==> config.mk <==
export PLATFORM = sky130hd
export DESIGN_NAME = distance_vector_route_update_core
export DESIGN_NICKNAME = d
export VERILOG_FILES = /design/src/design/dvru_pkg.sv /design/src/design/distance_vector_route_update_core.sv /design/src/design/dvru_table.sv /design/src/design/dvru_ctrl.sv
export SDC_FILE = /design/constraint.sdc
export NUM_CORES = 2
export LEC_CHECK = 0
export BUFFER_PORTS_ARGS = -buffer_cell sky130_fd_sc_hd__buf_2
export CORE_ASPECT_RATIO = 0.5
export CORE_MARGIN = 5
export CORE_UTILIZATION = 40
export DETAILED_ROUTE_END_ITERATION = 16
export PLACE_DENSITY = 0.53
export SLEW_MARGIN = 0
export SYNTH_ARGS = -nofsm -noshare
export SYNTH_HDL_FRONTEND = slang
export SYNTH_MEMORY_MAX_BITS = 65536
export SYNTH_SLANG_ARGS = --single-unit
==> constraint.sdc <==
create_clock -name clk -period 10.2 [get_ports clk]
set_input_delay 2.04 -clock clk [delete_from_list [all_inputs] [get_ports clk]]
set_output_delay 2.04 -clock clk [all_outputs]
set_load 0.02 [all_outputs]
==> src/design/dvru_pkg.sv <==
package dvru_pkg;

  // Sizes fixed by the advertisement format
  localparam int unsigned DVRU_TABLE_ENTRIES = 64;
  localparam int unsigned ADDR_W             = 32;
  localparam int unsigned METRIC_W           = 5;
  localparam int unsigned PORT_W             = 4;
  localparam int unsigned SLOT_W             = 6;
  localparam int unsigned ACT_W              = 3;
  localparam int unsigned IN_TDATA_W         = 112;
  localparam int unsigned OUT_TDATA_W        = 16;

  // Metric of an unreachable route
  localparam logic [METRIC_W-1:0] METRIC_INF = 5'd16;

  // Action codes reported per item
  typedef enum logic [ACT_W-1:0] {
    ACT_ADDED     = 3'd0,
    ACT_DROPPED   = 3'd1,
    ACT_WITHDRAWN = 3'd2,
    ACT_REPLACED  = 3'd3,
    ACT_REFRESHED = 3'd4,
    ACT_WORSE     = 3'd5,
    ACT_FULL      = 3'd6,
    ACT_DISABLED  = 3'd7
  } dvru_act_t;

  // Controller states
  typedef enum logic [2:0] {
    ST_CLEAR,
    ST_IDLE,
    ST_SCAN,
    ST_DRAIN,
    ST_DECIDE
  } dvru_state_t;

  // One received advertisement
  typedef struct packed {
    logic [PORT_W-1:0]   arrival_port;
    logic [ADDR_W-1:0]   sender_addr;
    logic [METRIC_W-1:0] adv_metric;
    logic [ADDR_W-1:0]   dest_mask;
    logic [ADDR_W-1:0]   dest_addr;
  } dvru_item_t;

  // One result
  typedef struct packed {
    logic [METRIC_W-1:0] stored_metric;
    logic [SLOT_W-1:0]   slot;
    dvru_act_t           action;
  } dvru_result_t;

  // One table word; the mask is accepted but never read back, so it is not kept
  typedef struct packed {
    logic                valid;
    logic [ADDR_W-1:0]   dest;
    logic [METRIC_W-1:0] metric;
    logic [ADDR_W-1:0]   gateway;
    logic [PORT_W-1:0]   port;
  } dvru_entry_t;

endpackage

==> src/design/distance_vector_route_update_core.sv <==
// Flow: an accepted item scans the table one entry per cycle, then passes through the DRAIN
//   and DECIDE states before m_axis_tvalid is registered; a disabled item goes straight to DECIDE.
// Items: one item is in work at a time, set by the scan of the table memory read port;
//   the next item is taken while a result waits.
// Reset: synchronous; enable returns to 1, then a clearing pass writes every entry invalid
//   with s_axis_tready low.
module distance_vector_route_update_core #(
  parameter int unsigned TABLE_ENTRIES = dvru_pkg::DVRU_TABLE_ENTRIES
) (
  input  logic                               clk,
  input  logic                               rst,
  input  logic                               cfg_valid,
  output logic                               cfg_ready,
  input  logic                               cfg_data,
  input  logic                               s_axis_tvalid,
  output logic                               s_axis_tready,
  // dest_addr[31:0], dest_mask[63:32], adv_metric[68:64], sender_addr[100:69],
  // arrival_port[104:101], zero fill above
  input  logic [dvru_pkg::IN_TDATA_W-1:0]    s_axis_tdata,
  output logic                               m_axis_tvalid,
  input  logic                               m_axis_tready,
  // action[2:0], slot[8:3], stored_metric[13:9], zero fill above
  output logic [dvru_pkg::OUT_TDATA_W-1:0]   m_axis_tdata
);
  import dvru_pkg::*;

  localparam int unsigned AW = $clog2(TABLE_ENTRIES);

  logic          enable;
  dvru_item_t    in_item;
  dvru_result_t  out_result;
  logic          wr_en;
  logic [AW-1:0] wr_addr;
  dvru_entry_t   wr_data;
  logic          rd_en;
  logic [AW-1:0] rd_addr;
  dvru_entry_t   rd_data;

  // enable register, always writable
  assign cfg_ready = 1'b1;
  always_ff @(posedge clk) begin
    if (rst) begin
      enable <= 1'b1;
    end else if (cfg_valid && cfg_ready) begin
      enable <= cfg_data;
    end
  end

  // unpack the item, pack the result
  assign in_item.dest_addr    = s_axis_tdata[31:0];
  assign in_item.dest_mask    = s_axis_tdata[63:32];
  assign in_item.adv_metric   = s_axis_tdata[68:64];
  assign in_item.sender_addr  = s_axis_tdata[100:69];
  assign in_item.arrival_port = s_axis_tdata[104:101];
  assign m_axis_tdata = {2'b00, out_result.stored_metric, out_result.slot,
                         out_result.action};

  dvru_ctrl #(
    .TABLE_ENTRIES(TABLE_ENTRIES),
    .AW           (AW)
  ) u_ctrl (
    .clk       (clk),
    .rst       (rst),
    .enable    (enable),
    .in_valid  (s_axis_tvalid),
    .in_ready  (s_axis_tready),
    .in_item   (in_item),
    .out_valid (m_axis_tvalid),
    .out_ready (m_axis_tready),
    .out_result(out_result),
    .wr_en     (wr_en),
    .wr_addr   (wr_addr),
    .wr_data   (wr_data),
    .rd_en     (rd_en),
    .rd_addr   (rd_addr),
    .rd_data   (rd_data)
  );

  dvru_table #(
    .TABLE_ENTRIES(TABLE_ENTRIES),
    .AW           (AW)
  ) u_table (
    .clk    (clk),
    .wr_en  (wr_en),
    .wr_addr(wr_addr),
    .wr_data(wr_data),
    .rd_en  (rd_en),
    .rd_addr(rd_addr),
    .rd_data(rd_data)
  );

endmodule

==> src/design/dvru_table.sv <==
module dvru_table #(
  parameter int unsigned TABLE_ENTRIES = dvru_pkg::DVRU_TABLE_ENTRIES,
  parameter int unsigned AW            = $clog2(TABLE_ENTRIES)
) (
  input  logic                  clk,
  input  logic                  wr_en,
  input  logic [AW-1:0]         wr_addr,
  input  dvru_pkg::dvru_entry_t wr_data,
  input  logic                  rd_en,
  input  logic [AW-1:0]         rd_addr,
  output dvru_pkg::dvru_entry_t rd_data
);
  import dvru_pkg::*;

  dvru_entry_t mem [TABLE_ENTRIES];

  // one write port, one registered read port
  always_ff @(posedge clk) begin
    if (wr_en) begin
      mem[wr_addr] <= wr_data;
    end
    if (rd_en) begin
      rd_data <= mem[rd_addr];
    end
  end

endmodule

==> src/design/dvru_ctrl.sv <==
module dvru_ctrl #(
  parameter int unsigned TABLE_ENTRIES = dvru_pkg::DVRU_TABLE_ENTRIES,
  parameter int unsigned AW            = $clog2(TABLE_ENTRIES)
) (
  input  logic                   clk,
  input  logic                   rst,
  input  logic                   enable,
  input  logic                   in_valid,
  output logic                   in_ready,
  input  dvru_pkg::dvru_item_t   in_item,
  output logic                   out_valid,
  input  logic                   out_ready,
  output dvru_pkg::dvru_result_t out_result,
  output logic                   wr_en,
  output logic [AW-1:0]          wr_addr,
  output dvru_pkg::dvru_entry_t  wr_data,
  output logic                   rd_en,
  output logic [AW-1:0]          rd_addr,
  input  dvru_pkg::dvru_entry_t  rd_data
);
  import dvru_pkg::*;

  dvru_state_t         state, state_next;
  logic [AW-1:0]       cnt;
  logic                cnt_last;
  logic                accept;
  logic                out_free;

  // item under work
  dvru_item_t          item;
  logic [METRIC_W-1:0] metric;
  logic                item_en;

  // scan tracking
  logic                pend_valid;
  logic [AW-1:0]       pend_idx;
  logic                found_hit;
  logic [AW-1:0]       found_idx;
  logic [METRIC_W-1:0] hit_metric;
  logic [ADDR_W-1:0]   hit_gw;
  logic                free_hit;
  logic [AW-1:0]       free_idx;

  // decision
  dvru_act_t           act;
  logic [AW-1:0]       act_idx;
  logic                act_slot;
  logic                act_wr;
  dvru_entry_t         act_word;
  logic [METRIC_W-1:0] metric_in;

  assign cnt_last = (cnt == AW'(TABLE_ENTRIES - 1));
  assign accept   = in_valid && in_ready;
  assign out_free = !out_valid || out_ready;

  // clamp the received metric to 16, then count the hop
  assign metric_in = (in_item.adv_metric > METRIC_INF) ?
                     METRIC_INF + 5'd1 : in_item.adv_metric + 5'd1;

  // next state
  always_comb begin
    state_next = state;
    case (state)
      ST_CLEAR:  if (cnt_last) state_next = ST_IDLE;
      ST_IDLE:   if (accept) state_next = enable ? ST_SCAN : ST_DECIDE;
      ST_SCAN:   if (cnt_last) state_next = ST_DRAIN;
      ST_DRAIN:  state_next = ST_DECIDE;
      ST_DECIDE: if (out_free) state_next = ST_IDLE;
      default:   state_next = ST_IDLE;
    endcase
  end

  // route decision from the scan outcome
  always_comb begin
    act      = ACT_DISABLED;
    act_idx  = found_idx;
    act_slot = 1'b0;
    act_wr   = 1'b0;
    act_word = '{valid: 1'b1, dest: item.dest_addr, metric: metric,
                 gateway: item.sender_addr, port: item.arrival_port};
    if (!item_en) begin
      act = ACT_DISABLED;
    end else if (!found_hit) begin
      if (metric >= METRIC_INF) begin
        act = ACT_DROPPED;
      end else if (!free_hit) begin
        act = ACT_FULL;
      end else begin
        act      = ACT_ADDED;
        act_idx  = free_idx;
        act_slot = 1'b1;
        act_wr   = 1'b1;
      end
    end else begin
      act_slot = 1'b1;
      if (metric >= METRIC_INF) begin
        act            = ACT_WITHDRAWN;
        act_wr         = 1'b1;
        act_word.valid = 1'b0;
      end else if (hit_metric > metric ||
                   (hit_gw == item.sender_addr && hit_metric != metric)) begin
        act    = ACT_REPLACED;
        act_wr = 1'b1;
      end else if (hit_metric == metric) begin
        act = ACT_REFRESHED;
      end else begin
        act = ACT_WORSE;
      end
    end
  end

  // memory and handshake outputs
  always_comb begin
    in_ready = (state == ST_IDLE);
    rd_en    = (state == ST_SCAN);
    rd_addr  = cnt;
    wr_en    = 1'b0;
    wr_addr  = cnt;
    wr_data  = '0;
    case (state)
      ST_CLEAR: begin
        wr_en = 1'b1;
      end
      ST_DECIDE: begin
        wr_en   = act_wr && out_free;
        wr_addr = act_idx;
        wr_data = act_word;
      end
      default: begin
        wr_en = 1'b0;
      end
    endcase
  end

  // control registers
  always_ff @(posedge clk) begin
    if (rst) begin
      state      <= ST_CLEAR;
      cnt        <= '0;
      pend_valid <= 1'b0;
      out_valid  <= 1'b0;
    end else begin
      state      <= state_next;
      pend_valid <= (state == ST_SCAN);
      if (state == ST_CLEAR || state == ST_SCAN) begin
        cnt <= cnt_last ? '0 : cnt + 1'b1;
      end
      if (state == ST_DECIDE && out_free) begin
        out_valid <= 1'b1;
      end else if (out_ready) begin
        out_valid <= 1'b0;
      end
    end
  end

  // item capture, scan compare and result register
  always_ff @(posedge clk) begin
    pend_idx <= cnt;
    if (accept) begin
      item      <= in_item;
      metric    <= metric_in;
      item_en   <= enable;
      found_hit <= 1'b0;
      free_hit  <= 1'b0;
    end else if (pend_valid) begin
      if (rd_data.valid) begin
        if (!found_hit && rd_data.dest == item.dest_addr) begin
          found_hit  <= 1'b1;
          found_idx  <= pend_idx;
          hit_metric <= rd_data.metric;
          hit_gw     <= rd_data.gateway;
        end
      end else if (!free_hit) begin
        free_hit <= 1'b1;
        free_idx <= pend_idx;
      end
    end
    if (state == ST_DECIDE && out_free) begin
      out_result.action        <= act;
      out_result.slot          <= act_slot ? SLOT_W'(act_idx) : '0;
      out_result.stored_metric <= metric;
    end
  end

endmodule

==> flow_summary.json <==
{
  "finalClockSkew_ns": 0.05852,
  "hpwl_mm": 280.1,
  "grt_pass1_vias": 85176,
  "rr_worst_depth": 9,
  "synth-seq-area-share_pct": 79.11,
  "dr.first_iter.drc_count": 12285,
  "cts_max_path_buffers": 4,
  "synth.avg_cell_area_um2": 23.28,
  "fin_cells": 14368,
  "peakVddDrop_mv": 0.1448,
  "crit_fanout": 49,
  "slew_violations": 0,
  "hold_start": "u_table.rd_data[23]$_DFFE_PP_",
  "design.core.area_um2": 444200,
  "fmax_ghz": 0.1691,
  "synthDistinctLibCells": 56,
  "cts_buffers": 430,
  "syn_to_final_growth_pct": 12.53,
  "synthArstFlopShare_pct": 0,
  "hold_buffers": 0,
  "syn_inst": 7659,
  "final_common_cell": "edfxtp_1",
  "path_class": "register to register",
  "endpoint_kind": "register",
  "grt_pass1_wl_mm": 709.4,
  "p_leak_nw": 70.27,
  "startpoint_type": "register",
  "rr_startpoint": "u_ctrl.state[2]$_SDFFE_PP0P_",
  "power_mw": 38.49,
  "min_period_ns": 5.915,
  "hold_viol_final": 0,
  "min_delay_worst_endpoint": "u_ctrl.hit_gw[19]$_DFFE_PP_",
  "p_per_area_nw_per_um2": 191.9,
  "cts_sinks": 4703,
  "dp_cells": 13585,
  "antenna_found_initial": 32,
  "wl_per_cell_um": 35.96,
  "cts_resized": 0,
  "setup-tns-final_ns": 0,
  "die_area_um2": 459900,
  "fin_crit_sh_pct": 57.99,
  "ios": 137,
  "relSlewSlack_pct": 10.32,
  "start_util_pct": 40.14,
  "io_buffer_count": 90,
  "cp.required_ns": 10.74,
  "nNetsFinal": 8193,
  "die_y_um": 482.1,
  "overflow": 0,
  "grt_max_degree": 118,
  "die_x_um": 954.1,
  "fp-row-count": 173,
  "holdPathStages": 0,
  "track_usage_pct": 22.02,
  "r2r_end": "u_table.mem[42][14]$_DFFE_PP_",
  "clkTransAtPathRegs_ns": 0.06,
  "rrSetupSlack_ns": 4.29,
  "ant_nets": 0,
  "syn_area_um2": 178300,
  "synth_edf_count": 4683,
  "globalplace.congestion": 0.7842,
  "cts_root_buf": "clkbuf_16",
  "synthFlopType": "edfxtp_1",
  "max_cap_violations": 0,
  "layout_common_cells": "edfxtp_1, mux4_2, clkbuf_16, buf_4, o22ai_1",
  "drc": 0,
  "clk_latency_ns": 0.96,
  "vias": 86211,
  "outcome": "completed",
  "setup_viol": 0,
  "drive_gt1_share_pct": 27.35,
  "htree_levels": 5,
  "post-cts-setup-buffers": 0,
  "ys_seq_elements": 4703,
  "crit_arrival_ns": 6.45,
  "cts_tree": "yes",
  "worstMarginPinSlew_ns": 1.345,
  "hold_class": "register to register",
  "rsz0062_at_grt": "no",
  "yosys_warnings": 0,
  "wl_mm": 516.7,
  "vias_per_cell": 6.000,
  "firstDrtPassIters": 5
}
-- final cells by class --
class | instances | area, um^2
inverter | 11 | 41.29
tap | 5950 | 7445
antenna | 6 | 15.01
multi-input combinational | 2516 | 35490
clock buffer | 541 | 11420
fill | 37061 | 243600
clock inverter | 236 | 2107
sequential | 4703 | 141000
timing repair buffer | 405 | 3053
-- routing by layer --
layer | vias up | wire [um] | global-route usage (%)
li1 | 33682 | - | -
met1 | 48081 | 229400 | 33.80
met2 | 3796 | 234200 | 33.58
met3 | 650 | 40520 | 3.432
met4 | 2 | 12550 | 4.879
met5 | - | 13 | 0
-- sequential cells by signal (all words and copies together) (netlist names) --
register           count
u_ctrl.item_en         1
u_ctrl.act_word       64
u_ctrl.free_hit        1
u_ctrl.state           3
enable                 1
u_table.mem         4480
u_ctrl.out_valid       1
u_ctrl.metric          5
u_ctrl.hit_gw         32
u_ctrl.hit_metric      5
u_ctrl.pend_idx        6
u_ctrl.found_idx       6
u_ctrl.found_hit       1
u_ctrl.rd_addr         6
u_ctrl.pend_valid      1
u_ctrl.free_idx        6
u_table.rd_data       70
u_ctrl.out_result     14
-- synth_stat cells (all sizes together) (8+ instances only) --
master / number / area share (%)
o22a: 12 / 0.059
inv: 11 / 0.023
nor2: 87 / 0.18
nand2b: 33 / 0.12
nor2b: 17 / 0.060
xnor2: 37 / 0.18
or4: 16 / 0.067
a22oi: 146 / 0.61
nand2: 80 / 0.17
a221oi: 10 / 0.049
nor3: 84 / 0.24
mux2: 33 / 0.21
a22o: 12 / 0.059
nand4: 10 / 0.035
edfxtp: 4683 / 79
a21oi: 113 / 0.32
nor4: 42 / 0.15
o21ai: 38 / 0.11
clkbuf: 154 / 0.32
o22ai: 203 / 0.71
ha: 8 / 0.056
mux4: 1133 / 14
and2: 76 / 0.27
dfxtp: 20 / 0.22
mux2i: 154 / 0.86
nand3: 16 / 0.045
xor2: 30 / 0.15
a211oi: 41 / 0.18
a32o: 22 / 0.12
buf: 276 / 0.96
-- critical path: stages (launching register included) --
cell	delay, ns
dfxtp_1	0.52
nor3b_4	0.26
buf_4	0.76
buf_4	0.70
nor2_1	0.12
a21oi_1	0.21
nand3_1	0.76
nor3_2	0.37
buf_4	0.53
buf_4	1.06
-- metrics by stage --
step                setup slack, ns  hold WS [ns]  util [%]  cell area [um^2]
floorplan                     1.839        0.3497         -            178300
global route                  4.081        0.4275     45.16            200600
detailed placement            3.893        0.4051     42.12            187100
CTS                           4.267        0.4212     45.16            200600
finish                        4.285        0.4215     45.17            200600
global placement              3.864        0.4028     42.12            187100
-- worst max-delay path by stage --
| stage | start | end | slack [ns] | cells past startpoint |
|---|---|---|---|---|
| after CTS | u_ctrl.state[2]$_SDFFE_PP0P_ | u_table.mem[42][20]$_DFFE_PP_ | 4.27 | 9 |
| after global placement | m_axis_tready | u_table.mem[42][19]$_DFFE_PP_ | 3.86 | 8 |
| final | u_ctrl.state[2]$_SDFFE_PP0P_ | u_table.mem[42][14]$_DFFE_PP_ | 4.29 | 9 |
| after detailed placement | m_axis_tready | u_table.mem[42][19]$_DFFE_PP_ | 3.89 | 8 |
| after global routing | u_ctrl.state[2]$_SDFFE_PP0P_ | u_table.mem[42][20]$_DFFE_PP_ | 4.08 | 9 |
| after floorplan | m_axis_tready | u_table.mem[32][10]$_DFFE_PP_ | 1.84 | 6 |
-- cell families (layout without fill, tap and decap cells) --
group           count (synthesis)  after routing  synth area share, %
xor+xnor                       67             67               0.3292
other cells                     2              9             0.004213
compound gates                625            625                2.346
flops                        4703           4703                79.11
mux                          1320           1320                15.39
buf+inv                       441           1193                1.308
fa+ha+maj                       8              8              0.05615
simple gates                  493            493                1.462
-- power breakdown --
group          switching, mW  leakage [nW]  internal [mW]  total [mW]
clock network           7.14          6.62           8.78        15.9
logic                  0.862          11.7          0.615        1.48
registers             0.0414          51.9           21.1        21.1
(Power assumes the default switching activity.)
